[src/hw/rtl/clp_pkg.sv]
package clp_pkg;

  localparam int unsigned CharW     = 8;
  localparam int unsigned PosW      = 5;
  localparam logic [PosW-1:0] POS_SAT     = 5'd19;
  localparam logic [PosW-1:0] POS_TAIL    = 5'd18;
  localparam logic [PosW-1:0] POS_LASTFLD = 5'd17;
  localparam logic [PosW-1:0] POS_PRODUCT = 5'd0;
  localparam logic [PosW-1:0] POS_SIZE    = 5'd7;

  localparam logic [7:0] CH_TAB = 8'h09;
  localparam logic [7:0] CH_LF  = 8'h0A;
  localparam logic [7:0] CH_CR  = 8'h0D;

  typedef struct packed {
    logic       label_ok;
    logic [6:0] factory;
    logic [6:0] boxes_per_carton;
    logic [6:0] items_per_box;
    logic [6:0] year;
    logic [3:0] month;
    logic [4:0] day;
    logic [9:0] box_number;
  } label_t;

  function automatic logic is_digit(input logic [7:0] c);
    return (c >= "0") && (c <= "9");
  endfunction

  function automatic logic is_space(input logic [7:0] c);
    return (c == CH_CR) || (c == CH_LF) || (c == CH_TAB);
  endfunction

  function automatic logic product_ok(input logic [7:0] c);
    logic r;
    r = ((c >= "0") && (c <= "8")) || ((c >= "A") && (c <= "Z")) ||
        ((c >= "a") && (c <= "x"));
    if ((c == "1") || (c == "O") || (c == "o")) r = 1'b0;
    return r;
  endfunction

  // zero marks an invalid size code
  function automatic logic [6:0] size_decode(input logic [7:0] c);
    logic [6:0] r;
    logic [7:0] k;
    r = 7'd0;
    k = 8'd0;
    if ((c >= "1") && (c <= "9")) begin
      k = c - "0";
      r = 7'(k) * 7'd5;
    end else if ((c >= "A") && (c <= "K")) begin
      k = c - "A";
      r = 7'd50 + 7'(k) * 7'd5;
    end else if ((c >= "L") && (c <= "N")) begin
      k = c - "L";
      r = 7'd1 + 7'(k);
    end else if (c == "P") begin
      r = 7'd4;
    end else if ((c >= "Q") && (c <= "T")) begin
      k = c - "Q";
      r = 7'd6 + 7'(k);
    end else if ((c >= "U") && (c <= "X")) begin
      k = c - "U";
      r = 7'd11 + 7'(k);
    end else if ((c == "Y") || (c == "Z")) begin
      k = c - "Y";
      r = 7'd16 + 7'(k);
    end else if ((c == "a") || (c == "b")) begin
      k = c - "a";
      r = 7'd18 + 7'(k);
    end
    return r;
  endfunction

endpackage

[src/hw/rtl/clp_if.sv]
interface clp_scan_if;
  logic       valid;
  logic       ready;
  logic [7:0] char_code;
  logic       last_char;

  modport source (output valid, output char_code, output last_char, input ready);
  modport sink   (input valid, input char_code, input last_char, output ready);
endinterface

interface clp_label_if;
  logic       valid;
  logic       ready;
  logic       label_ok;
  logic [6:0] factory;
  logic [6:0] boxes_per_carton;
  logic [6:0] items_per_box;
  logic [6:0] year;
  logic [3:0] month;
  logic [4:0] day;
  logic [9:0] box_number;

  modport source (output valid, output label_ok, output factory, output boxes_per_carton,
                  output items_per_box, output year, output month, output day,
                  output box_number, input ready);
  modport sink   (input valid, input label_ok, input factory, input boxes_per_carton,
                  input items_per_box, input year, input month, input day,
                  input box_number, output ready);
endinterface

[src/hw/rtl/carton_label_parser_top.sv]
// carton label parser
// scan channel: one label byte per transaction, last_char high on the final
// byte of a scan. bytes are checked by position as they arrive, so one byte
// can be taken every cycle while the skid stage is empty.
// label channel: exactly one transaction per scan, carrying label_ok and the
// decoded fields; every field reads zero when any check failed.
// result: the result of the final byte is registered into the output stage,
// or into the skid stage while the output is held. throughput: one byte per
// cycle while the skid stage is empty; the check logic between the position
// counter and the output register is combinational.
// reset (rst, synchronous): clears the position counter, the check flags,
// the field accumulators and both output stages; scan.ready is high after.
// receiver stall: a second result is held in a skid stage while the first
// waits, and scan.ready falls only while the skid stage is occupied.
module carton_label_parser_top (
  input logic       clk,
  input logic       rst,
  clp_scan_if.sink  scan,
  clp_label_if.source label
);
  import clp_pkg::*;

  logic   take;
  logic   res_valid;
  label_t res;

  logic   out_valid;
  label_t out_data;
  logic   skid_valid;
  label_t skid_data;

  assign scan.ready = !skid_valid;
  assign take       = scan.valid && scan.ready;

  clp_field_check u_check (
    .clk       (clk),
    .rst       (rst),
    .take      (take),
    .char_code (scan.char_code),
    .last_char (scan.last_char),
    .res_valid (res_valid),
    .res       (res)
  );

  always_ff @(posedge clk) begin
    if (rst) begin
      out_valid  <= 1'b0;
      skid_valid <= 1'b0;
    end else if (!out_valid || label.ready) begin
      if (skid_valid) begin
        out_valid  <= 1'b1;
        out_data   <= skid_data;
        skid_valid <= 1'b0;
      end else begin
        out_valid <= res_valid;
        if (res_valid) out_data <= res;
      end
    end else if (res_valid) begin
      skid_valid <= 1'b1;
      skid_data  <= res;
    end
  end

  assign label.valid            = out_valid;
  assign label.label_ok         = out_data.label_ok;
  assign label.factory          = out_data.factory;
  assign label.boxes_per_carton = out_data.boxes_per_carton;
  assign label.items_per_box    = out_data.items_per_box;
  assign label.year             = out_data.year;
  assign label.month            = out_data.month;
  assign label.day              = out_data.day;
  assign label.box_number       = out_data.box_number;

  // skid stage only fills behind a held output
  a_skid_behind_out: assert property (@(posedge clk) disable iff (rst)
    skid_valid |-> out_valid)
    else $error("skid stage holds a result with the output stage empty");

  // a passing label always carries in-range fields
  a_ok_fields: assert property (@(posedge clk) disable iff (rst)
    (out_valid && out_data.label_ok) |->
      (out_data.factory != 7'd0) && (out_data.factory <= 7'd74) &&
      (out_data.month != 4'd0) && (out_data.month <= 4'd12) &&
      (out_data.day != 5'd0) && (out_data.items_per_box != 7'd0))
    else $error("passing label with out-of-range field");

  // a failing label reads as all zero
  a_fail_zero: assert property (@(posedge clk) disable iff (rst)
    (out_valid && !out_data.label_ok) |->
      (out_data.factory == 7'd0) && (out_data.boxes_per_carton == 7'd0) &&
      (out_data.items_per_box == 7'd0) && (out_data.year == 7'd0) &&
      (out_data.month == 4'd0) && (out_data.day == 5'd0) &&
      (out_data.box_number == 10'd0))
    else $error("failing label with non-zero field");

  // a final byte taken while the output is held must land in the skid stage
  a_no_drop: assert property (@(posedge clk) disable iff (rst)
    (res_valid && out_valid && !label.ready) |=> skid_valid)
    else $error("result lost behind a stalled output");

endmodule

[src/hw/rtl/clp_field_check.sv]
module clp_field_check (
  input  logic            clk,
  input  logic            rst,
  input  logic            take,
  input  logic [7:0]      char_code,
  input  logic            last_char,
  output logic            res_valid,
  output clp_pkg::label_t res
);
  import clp_pkg::*;

  logic [PosW-1:0] position, position_next;
  logic            failed, failed_next;
  logic            tail_bad, tail_bad_next;
  logic [3:0]      prev_digit, prev_digit_next;
  logic [6:0]      factory_acc, factory_acc_next;
  logic [6:0]      count_acc, count_acc_next;
  logic [6:0]      size_acc, size_acc_next;
  logic [6:0]      year_acc, year_acc_next;
  logic [3:0]      month_acc, month_acc_next;
  logic [4:0]      day_acc, day_acc_next;
  logic [9:0]      box_acc, box_acc_next;

  logic [3:0] d;
  logic [6:0] pair;
  logic       ok;

  assign d    = char_code[3:0];
  assign pair = 7'(prev_digit) * 7'd10 + 7'(d);

  always_comb begin
    position_next    = (position < POS_SAT) ? position + 5'd1 : position;
    failed_next      = failed;
    tail_bad_next    = tail_bad;
    prev_digit_next  = prev_digit;
    factory_acc_next = factory_acc;
    count_acc_next   = count_acc;
    size_acc_next    = size_acc;
    year_acc_next    = year_acc;
    month_acc_next   = month_acc;
    day_acc_next     = day_acc;
    box_acc_next     = box_acc;

    if (position >= POS_TAIL) begin
      if (!is_space(char_code)) tail_bad_next = 1'b1;
    end else if (position == POS_LASTFLD) begin
      if (is_space(char_code)) tail_bad_next = 1'b1;
    end else if (position == POS_PRODUCT) begin
      if (!product_ok(char_code)) failed_next = 1'b1;
    end else if ((position == 5'd3) || (position == 5'd4)) begin
      // free-form positions
    end else if (position == POS_SIZE) begin
      size_acc_next = size_decode(char_code);
      if (size_acc_next == 7'd0) failed_next = 1'b1;
    end else if (!is_digit(char_code)) begin
      failed_next = 1'b1;
    end else begin
      case (position)
        5'd1, 5'd5, 5'd8, 5'd10, 5'd12: prev_digit_next = d;
        5'd2: begin
          factory_acc_next = pair;
          if ((pair == 7'd0) || (pair > 7'd74)) failed_next = 1'b1;
        end
        5'd6: begin
          count_acc_next = pair;
          if (pair == 7'd0) failed_next = 1'b1;
        end
        5'd9:  year_acc_next = pair;
        5'd11: begin
          month_acc_next = pair[3:0];
          if ((pair == 7'd0) || (pair > 7'd12)) failed_next = 1'b1;
        end
        5'd13: begin
          day_acc_next = pair[4:0];
          if ((pair == 7'd0) || (pair > 7'd31)) failed_next = 1'b1;
        end
        5'd14: box_acc_next = 10'(d) * 10'd100;
        5'd15: box_acc_next = box_acc + 10'(d) * 10'd10;
        5'd16: box_acc_next = box_acc + 10'(d);
        default: ;
      endcase
    end
  end

  // position before the increment must reach 17 for a full-length label
  assign ok = !failed_next && !tail_bad_next && (position >= POS_LASTFLD);

  always_comb begin
    res_valid            = take && last_char;
    res.label_ok         = ok;
    res.factory          = ok ? factory_acc_next : 7'd0;
    res.boxes_per_carton = ok ? count_acc_next   : 7'd0;
    res.items_per_box    = ok ? size_acc_next    : 7'd0;
    res.year             = ok ? year_acc_next    : 7'd0;
    res.month            = ok ? month_acc_next   : 4'd0;
    res.day              = ok ? day_acc_next     : 5'd0;
    res.box_number       = ok ? box_acc_next     : 10'd0;
  end

  always_ff @(posedge clk) begin
    if (rst || (take && last_char)) begin
      position    <= '0;
      failed      <= 1'b0;
      tail_bad    <= 1'b0;
      prev_digit  <= '0;
      factory_acc <= '0;
      count_acc   <= '0;
      size_acc    <= '0;
      year_acc    <= '0;
      month_acc   <= '0;
      day_acc     <= '0;
      box_acc     <= '0;
    end else if (take) begin
      position    <= position_next;
      failed      <= failed_next;
      tail_bad    <= tail_bad_next;
      prev_digit  <= prev_digit_next;
      factory_acc <= factory_acc_next;
      count_acc   <= count_acc_next;
      size_acc    <= size_acc_next;
      year_acc    <= year_acc_next;
      month_acc   <= month_acc_next;
      day_acc     <= day_acc_next;
      box_acc     <= box_acc_next;
    end
  end

endmodule
[src/flat_wrapper.sv]
// flat-port wrapper written by rule: the top's interface ports become plain ports
module carton_label_parser_top_flat import clp_pkg::*;
  (clk, rst, scan_valid, scan_char_code, scan_last_char, scan_ready, label_valid, label_label_ok, label_factory, label_boxes_per_carton, label_items_per_box, label_year, label_month, label_day, label_box_number, label_ready);
  clp_scan_if scan_i ();
  clp_label_if label_i ();
  input logic clk;
  input logic rst;
  input wire logic [$bits(scan_i.valid)-1:0] scan_valid;
  input wire logic [$bits(scan_i.char_code)-1:0] scan_char_code;
  input wire logic [$bits(scan_i.last_char)-1:0] scan_last_char;
  output wire logic [$bits(scan_i.ready)-1:0] scan_ready;
  output wire logic [$bits(label_i.valid)-1:0] label_valid;
  output wire logic [$bits(label_i.label_ok)-1:0] label_label_ok;
  output wire logic [$bits(label_i.factory)-1:0] label_factory;
  output wire logic [$bits(label_i.boxes_per_carton)-1:0] label_boxes_per_carton;
  output wire logic [$bits(label_i.items_per_box)-1:0] label_items_per_box;
  output wire logic [$bits(label_i.year)-1:0] label_year;
  output wire logic [$bits(label_i.month)-1:0] label_month;
  output wire logic [$bits(label_i.day)-1:0] label_day;
  output wire logic [$bits(label_i.box_number)-1:0] label_box_number;
  input wire logic [$bits(label_i.ready)-1:0] label_ready;
  assign scan_i.valid = scan_valid;
  assign scan_i.char_code = scan_char_code;
  assign scan_i.last_char = scan_last_char;
  assign scan_ready = scan_i.ready;
  assign label_valid = label_i.valid;
  assign label_label_ok = label_i.label_ok;
  assign label_factory = label_i.factory;
  assign label_boxes_per_carton = label_i.boxes_per_carton;
  assign label_items_per_box = label_i.items_per_box;
  assign label_year = label_i.year;
  assign label_month = label_i.month;
  assign label_day = label_i.day;
  assign label_box_number = label_i.box_number;
  assign label_i.ready = label_ready;
  carton_label_parser_top u_core (.clk(clk), .rst(rst), .scan(scan_i), .label(label_i));
endmodule
[config.mk]
export PLATFORM = sky130hd
export DESIGN_NAME = carton_label_parser_top_flat
export DESIGN_NICKNAME = d
export VERILOG_FILES = /design/src/hw/rtl/clp_pkg.sv /design/src/hw/rtl/clp_if.sv /design/src/hw/rtl/carton_label_parser_top.sv /design/src/hw/rtl/clp_field_check.sv /design/src/flat_wrapper.sv
export SDC_FILE = /design/constraint.sdc
export NUM_CORES = 1
export LEC_CHECK = 0
export BUFFER_PORTS_ARGS = -buffer_cell sky130_fd_sc_hd__clkbuf_2
export CORE_MARGIN = 1
export CORE_UTILIZATION = 65
export DETAILED_ROUTE_END_ITERATION = 8
export PLACE_DENSITY_LB_ADDON = 0.2
export SLEW_MARGIN = 5
export SYNTH_ARGS = -nofsm -noshare
export SYNTH_HDL_FRONTEND = slang
export SYNTH_SLANG_ARGS = --single-unit
export TNS_END_PERCENT = 1
[constraint.sdc]
create_clock -name clk -period 13.8 [get_ports clk]
set_input_delay 1.38 -clock clk [delete_from_list [all_inputs] [get_ports clk]]
set_output_delay 1.38 -clock clk [all_outputs]
set_load 0.01 [all_outputs]
Yosys cells after proc, flatten, opt, wreduce, memory -nomap -nowiden --
Index checks and enable logic that the tools add are counted.
Storage, ports and cells: memories kept 0, bits of input ports 13, bits in latches 0, flip-flop bits (word level) 156, ROM bits 0, output and inout port bits 50, word-level logic and storage cells 239, RAM bits 0
Cells by class: equal/unequal tests 28, shift-type cells 0, bitwise logic cells 7, div/mod/pow operators 0, add/sub/neg operators 17, multiply operators 5, muxes and demuxes 91, reductions and logical operators 41, $lt $le $gt $ge 21
Operator list (count):
- $mux 7 | 43
- $mux 48 | 2
- $mux 10 | 7
- $eq 8x7->1 const B | 7
- $le 8x7->1 const B | 6
- $sub 7x7->7 const B | 6
- $eq 5x4->1 const B | 8
- $ge 8x7->1 const B | 5
- $mux 5 | 8
- $mux 4 | 8
- $pmux 10 s3 | 1
- $eq 8x4->1 const B | 3
- $mux 1 | 21
- $eq 5x3->1 const B | 4
- $ge 8x6->1 const B | 2
- $le 8x6->1 const B | 2
- $add 5x7->7 const A | 2
- $logic_not 7->1 | 2
- $logic_or 1x1->1 | 14
- $mul 7x3->7 const B | 2
- $logic_and 1x1->1 | 13
- $add 10x4->10 | 1
- $add 10x8->10 | 1
- $eq 5x2->1 const B | 2
- 28 further kinds | 40

Logic depth before layout (Yosys ltp) --
word-level depth 28, depth in mapped cells 17, depth with buffers taken out 16

Hierarchy --
From an unflattened synthesis, not the netlist that was laid out.
Second synthesis, totals: cells, all modules 962, area, all modules 9924.5 µm²
Modules (own cells, without submodules):
- clp_field_check | instances 1, area each 6129.6 µm², sequential area each 1161.1 µm², cells each 801
- carton_label_parser_top | instances 1, area each 3794.9 µm², sequential area each 2922.8 µm², cells each 161

Worst setup path before layout --
No wires, ideal clock.
path kind in2reg, start in scan_valid, end reg u_core.skid_data[0] (netlist bit), enable pin, data arrival time 5033 ps, stages on the path 3, required time 13287 ps, library setup time 513 ps, slack 8254 ps, buffers on the path 0, path through nor2b_1 > nand2_1 > nor3_1
On the way: cells in the longest elaborated chain, start to end 3
Ends and longest elaborated chain:
- start: declaration | RTL line flat_wrapper.sv:8 | input wire logic [$bits(scan_i.valid)-1:0] scan_valid;
- $logic_and 1x1->1 | RTL line carton_label_parser_top.sv:33 | assign take = scan.valid && scan.ready;
- $logic_and 1x1->1 | RTL line clp_field_check.sv:89 | res_valid = take && last_char;
- $reduce_and 3->1 (no source line)
- end signal: assignment | RTL line carton_label_parser_top.sv:60 | skid_data <= res;
- end: declaration | RTL line carton_label_parser_top.sv:30 | label_t skid_data;
Every way passes these cells. A chain may end at the register's enable or synchronous reset.

Worst setup path in the final report --
start in scan_char_code[1], end reg u_core.out_data (netlist bit u_core.label.label_ok), data pin
On the way: cells in the longest elaborated chain, start to end 27, elaborated cells on any way between the ends 107, those cells by class add/sub (14); mul (2); order compare (18); eq/ne (11); mux (36); reduce/logical (26)
Ends and longest elaborated chain:
- start: declaration | RTL line flat_wrapper.sv:9 | input wire logic [$bits(scan_i.char_code)-1:0] scan_char_code;
- branches (longest 23 deep; another with $sub 7x7->7)
- $logic_and 1x1->1 * (2 in series) | RTL line clp_field_check.sv:86 | assign ok = !failed_next && !tail_bad_next && (position >= POS_LASTFLD);
- $mux 48 * | RTL line carton_label_parser_top.sv:56 | if (res_valid) out_data <= res;
- $mux 48 * | RTL line carton_label_parser_top.sv:50 | if (skid_valid) begin
- end signal: assignment | RTL line carton_label_parser_top.sv:52 | out_data <= skid_data;
- end signal: assignment | RTL line carton_label_parser_top.sv:56
- end: declaration | RTL line carton_label_parser_top.sv:28 | label_t out_data;
Mark *: on every way between the ends. The select of a mux whose other input is x is not followed.

==> run summary <==
======================================================================================================
Status                                                                                    complete, no violations
Number of I/O port buffers                                                                          62
Arrival time of data at the critical path endpoint                                             6220 ps
R2r setup slk                                                                                  8550 ps
Detailed-route via count                                                                          7974
Dominant cell type by count on the critical path                                          sky130_fd_sc_hd__a31oi_1
Req. time, crit path                                                                          13930 ps
Antenna violations before repair                                                                     0
First-pass GRT wire length                                                                    38600 um
Number of resized instances in the post-cts repair step                                              0
First-pass iteration count of the detailed router                                                    5
Clock transition at the register clock pins on the worst setup and hold paths after CTS          60 ps
Die outline width                                                                               125 um
Detail-routed via count per cell                                                                  6.39
Worst path cell trace                                                                     clkbuf_2, ha_1, fa_1, xor2_1, nand2_1, a31oi_1, a211oi_1, o31ai_1, a31oi_1, o2111ai_4, buf_4, o21ai_0
Most used flip-flop cell after synthesis                                                  sky130_fd_sc_hd__edfxtp_1
Area fraction in compound gates after synthesis                                                  0.186
Ratio of final minimum period to clock period                                                    0.441
Aggregate global routing overflow                                                                    0
Async set-or-reset flop fraction in the synthesized netlist                                          0
Reg-to-reg critical path startpoint                                                       u_core.u_check.prev_digit[1]
Placed cell count                                                                                 1216
Number of sinks handled by clock tree synthesis                                                    156
Area leader, netlist                                                                      sky130_fd_sc_hd__edfxtp_1
Startpoint type of the worst setup path                                                   primary input
Final Critical Period                                                                          6090 ps
Critical path type                                                                        primary input to flop
Commonest cells after routing, fill and taps aside                                        sky130_fd_sc_hd__nor2_1 (127), sky130_fd_sc_hd__nand2_1 (117), sky130_fd_sc_hd__edfxtp_1 (96)
Xor/xnor cell area share of the yosys netlist                                                   0.0331
Post-CTS setup repair buffer count                                                                   0
Deepest level of the CTS H-tree                                                                      4
Power density over cell area                                                               103 mW/mm^2
Main combinational cell family by area after synthesis                                    compound AO/OA/AOI/OAI gates
Synthesis-to-layout area growth                                                                  9.14%
Worst clock skew                                                                               6.88 ps
Normalized max-slew margin                                                                       0.244
Cells on worst reg2reg path                                                                         13
Area fraction in and, or, nand and nor cells after synthesis                                     0.174
Die span in y                                                                                   125 um
Hold Path Origin                                                                          u_core.u_check.count_acc[4]
Sum of negative setup slack                                                                       0 ps
Filler Cell Count                                                                                 1065
Cell type group with the largest total delay on the critical path                         compound AO/OA/AOI/OAI gates
Endpoint of the most critical register-to-register path                                   u_core.label.label_ok
Clock tree from TritonCTS                                                                        built
Final Max Tran Viols                                                                                 0
Core area                                                                                  0.0146 mm^2
Seq cells post-synth                                                                               156
Fin worst setup slack                                                                          7710 ps
Cell types with the largest area share after synthesis                                    sky130_fd_sc_hd__edfxtp_1 (29%), sky130_fd_sc_hd__dfxtp_1 (12%), sky130_fd_sc_hd__ha_1 (7.5%)
Mux share of post-synthesis cell area                                                           0.0538
Worst slack at placement                                                                       7490 ps
Post-route insts no fill                                                                          1248
Global routing usage summed across all routing layers                                            0.311
Number of ports placed on the die boundary                                                          63
Highest fanout seen on the critical path                                                            60
Worst-Skew Late Latency                                                                         430 ps
Total wire length after detailed routing                                                      23700 um
Post-Synth Adder-Cell Area                                                                      0.0938
Remaining antenna violation count                                                                    0
Number of global-route vias before repair                                                         7450
Avg WL per Cell                                                                                19.0 um
Routability Congestion                                                                           0.940
Area of the die                                                                            0.0156 mm^2
Max Root-Sink Buffers                                                                                2
Final setup violation count                                                                          0
Capture endpoint of the worst hold path                                                   u_core.u_check.count_acc[4]
Number of warnings reported in the yosys synthesis log                                               0
Net count of the mapped netlist                                                                   1107
Standard cell with the maximum stage delay on the critical path                           sky130_fd_sc_hd__xor2_1
Unrepaired setup endpoints after global routing                                                     no
Worst VDD drop                                                                                 96.1 uV
Number of buffers created by CTS                                                                    17
Post-layout net count                                                                             1132
Crit path capture type                                                                            flop
Hold buffer count at CTS                                                                             0
Number of hold-slack violations in the final timing report                                           0
Number of enable-type register cells in the synthesized netlist                                     96
Number of cells traversed by the worst hold path                                                     2
Number of unique standard cell types used by synthesis                                              82
Static power due to leakage                                                                    4.07 nW
Clock Root Buffer                                                                         sky130_fd_sc_hd__clkbuf_16
Fraction of the yosys area taken by sequential cells                                             0.417
Max-cap violation count                                                                              0
Starting density of the core                                                                     0.671
DRC violation count after routing                                                                    0
Total standard cell area after synthesis                                                  0.00979 mm^2
Proportion of layout cells with a drive suffix above 1                                           0.120
Count of buffering cells on the critical path with inverters included                                2
Detail Placement HPWL                                                                         16500 um
Mean instance size in the synthesized netlist                                                9.54 um^2
Type of the worst min-delay path                                                          flop to flop
Number of DRC markers after the initial detailed-route iteration                                   804
Number of placement rows                                                                            44
Fraction of synthesized cell area taken by the top area cell type                                0.295
Largest incremental delay on the critical path                                                  890 ps
Number of instances in the synthesized netlist                                                    1026
N_diodes                                                                                             0
Pin count of the biggest net entering global routing                                                99
Slew at the pin closest to its max-slew limit                                                  1120 ps
Most common cell after layout, fill and taps aside                                        sky130_fd_sc_hd__nor2_1
Timing-limited maximum frequency                                                               164 MHz
======================================================================================================
-- worst max path at each step --
| stage | cells past startpoint | to | startpoint |
|---|---|---|---|
| 3_3_place_gp | 12 | u_core.label.year[1] | scan_char_code[1] |
| 4_1_cts | 12 | u_core.label.label_ok | scan_char_code[1] |
| 3_5_place_dp | 12 | u_core.label.label_ok | scan_char_code[1] |
| 6_report | 12 | u_core.label.label_ok | scan_char_code[1] |
| 2_1_floorplan | 3 | u_core.skid_data[0] | scan_valid |
| 5_1_grt | 12 | u_core.label.label_ok | scan_char_code[1] |
-- layout make-up --
cell class / count / area (um^2) / share of cell area
well taps: 184 / 230 / 0.0216
repair buffers: 68 / 355 / 0.0333
flip-flops and latches: 156 / 4090 / 0.382
inverters: 29 / 109 / 0.0102
multi-input cells: 779 / 5320 / 0.498
clock buffers: 19 / 453 / 0.0424
clock inverters: 13 / 130 / 0.0122
-- cell usage after synthesis, types with 5 or more instances --
cell type / number
sky130_fd_sc_hd__a211oi_1: 18
sky130_fd_sc_hd__a21o_1: 11
sky130_fd_sc_hd__a21oi_1: 72
sky130_fd_sc_hd__a221oi_1: 8
sky130_fd_sc_hd__a31oi_1: 7
sky130_fd_sc_hd__and2_1: 10
sky130_fd_sc_hd__and3_1: 6
sky130_fd_sc_hd__buf_2: 16
sky130_fd_sc_hd__buf_4: 5
sky130_fd_sc_hd__clkbuf_1: 33
sky130_fd_sc_hd__dfxtp_1: 60
sky130_fd_sc_hd__edfxtp_1: 96
sky130_fd_sc_hd__fa_1: 9
sky130_fd_sc_hd__ha_1: 59
sky130_fd_sc_hd__inv_1: 26
sky130_fd_sc_hd__mux2i_1: 50
sky130_fd_sc_hd__nand2_1: 117
sky130_fd_sc_hd__nand2b_1: 15
sky130_fd_sc_hd__nand3_1: 13
sky130_fd_sc_hd__nand4_1: 8
sky130_fd_sc_hd__nor2_1: 127
sky130_fd_sc_hd__nor2b_1: 9
sky130_fd_sc_hd__nor3_1: 14
sky130_fd_sc_hd__o21a_1: 8
sky130_fd_sc_hd__o21ai_0: 32
sky130_fd_sc_hd__o22ai_1: 5
sky130_fd_sc_hd__o31ai_1: 49
sky130_fd_sc_hd__xnor2_1: 24
sky130_fd_sc_hd__xor2_1: 13
-- flip-flops by register name (all words and copies together), names as in the netlist --
register / count
u_core.skid_data: 48
u_core.label.box_number: 10
u_core.u_check.box_acc: 10
u_core.label.boxes_per_carton: 7
u_core.label.factory: 7
u_core.label.items_per_box: 7
u_core.label.year: 7
u_core.u_check.count_acc: 7
u_core.u_check.factory_acc: 7
u_core.u_check.size_acc: 7
u_core.u_check.year_acc: 7
u_core.label.day: 5
u_core.u_check.day_acc: 5
u_core.u_check.position: 5
u_core.label.month: 4
u_core.u_check.month_acc: 4
u_core.u_check.prev_digit: 4
u_core.label.label_ok: 1
u_core.label.valid: 1
u_core.skid_valid: 1
u_core.u_check.failed: 1
u_core.u_check.tail_bad: 1
-- where the power goes --
part	total, mW	internal, mW	switching, mW
clock network	0.457	0.262	0.195
registers	0.503	0.498	0.00553
logic	0.140	0.0498	0.0902
total	1.10	0.809	0.291
-- worst min-delay path, delay by kind of cell (launching register included) --
family	cells	cell delay (ps)
DFF	1	310
and+or+nand+nor	1	50
AOI/OAI and AO/OA	1	50
-- routing by layer --
layer | up-vias | global-route usage | wire [um]
met4 | 0 | 0.111 | 509
met3 | 45 | 0.0460 | 1250
li1 | 3814 | - | -
met5 | - | 0 | 0
met2 | 276 | 0.499 | 11000
met1 | 3839 | 0.427 | 10900
-- stage by stage --
stage / cell area [um^2] / power (mW) / utilization / hold slack [ps]
3_3_place_gp: 10100 / 0.647 / 0.692 / 437
6_report: 10700 / 1.10 / 0.732 / 451
5_1_grt: 10700 / 1.13 / 0.732 / 487
2_1_floorplan: 9790 / 0.612 / - / 431
3_5_place_dp: 10100 / 0.649 / 0.692 / 444
4_1_cts: 10700 / 1.10 / 0.732 / 453
-- kinds of logic after synthesis --
logic type | count (synthesis)
buffers and inverters | 91
XOR/XNOR | 37
flip-flops | 156
AND/OR/NAND/NOR | 358
adder cells (fa/ha/maj) | 68
AO/OA/AOI/OAI | 264
multiplexers | 52
No activity file was read; power rests on OpenSTA's default activity.
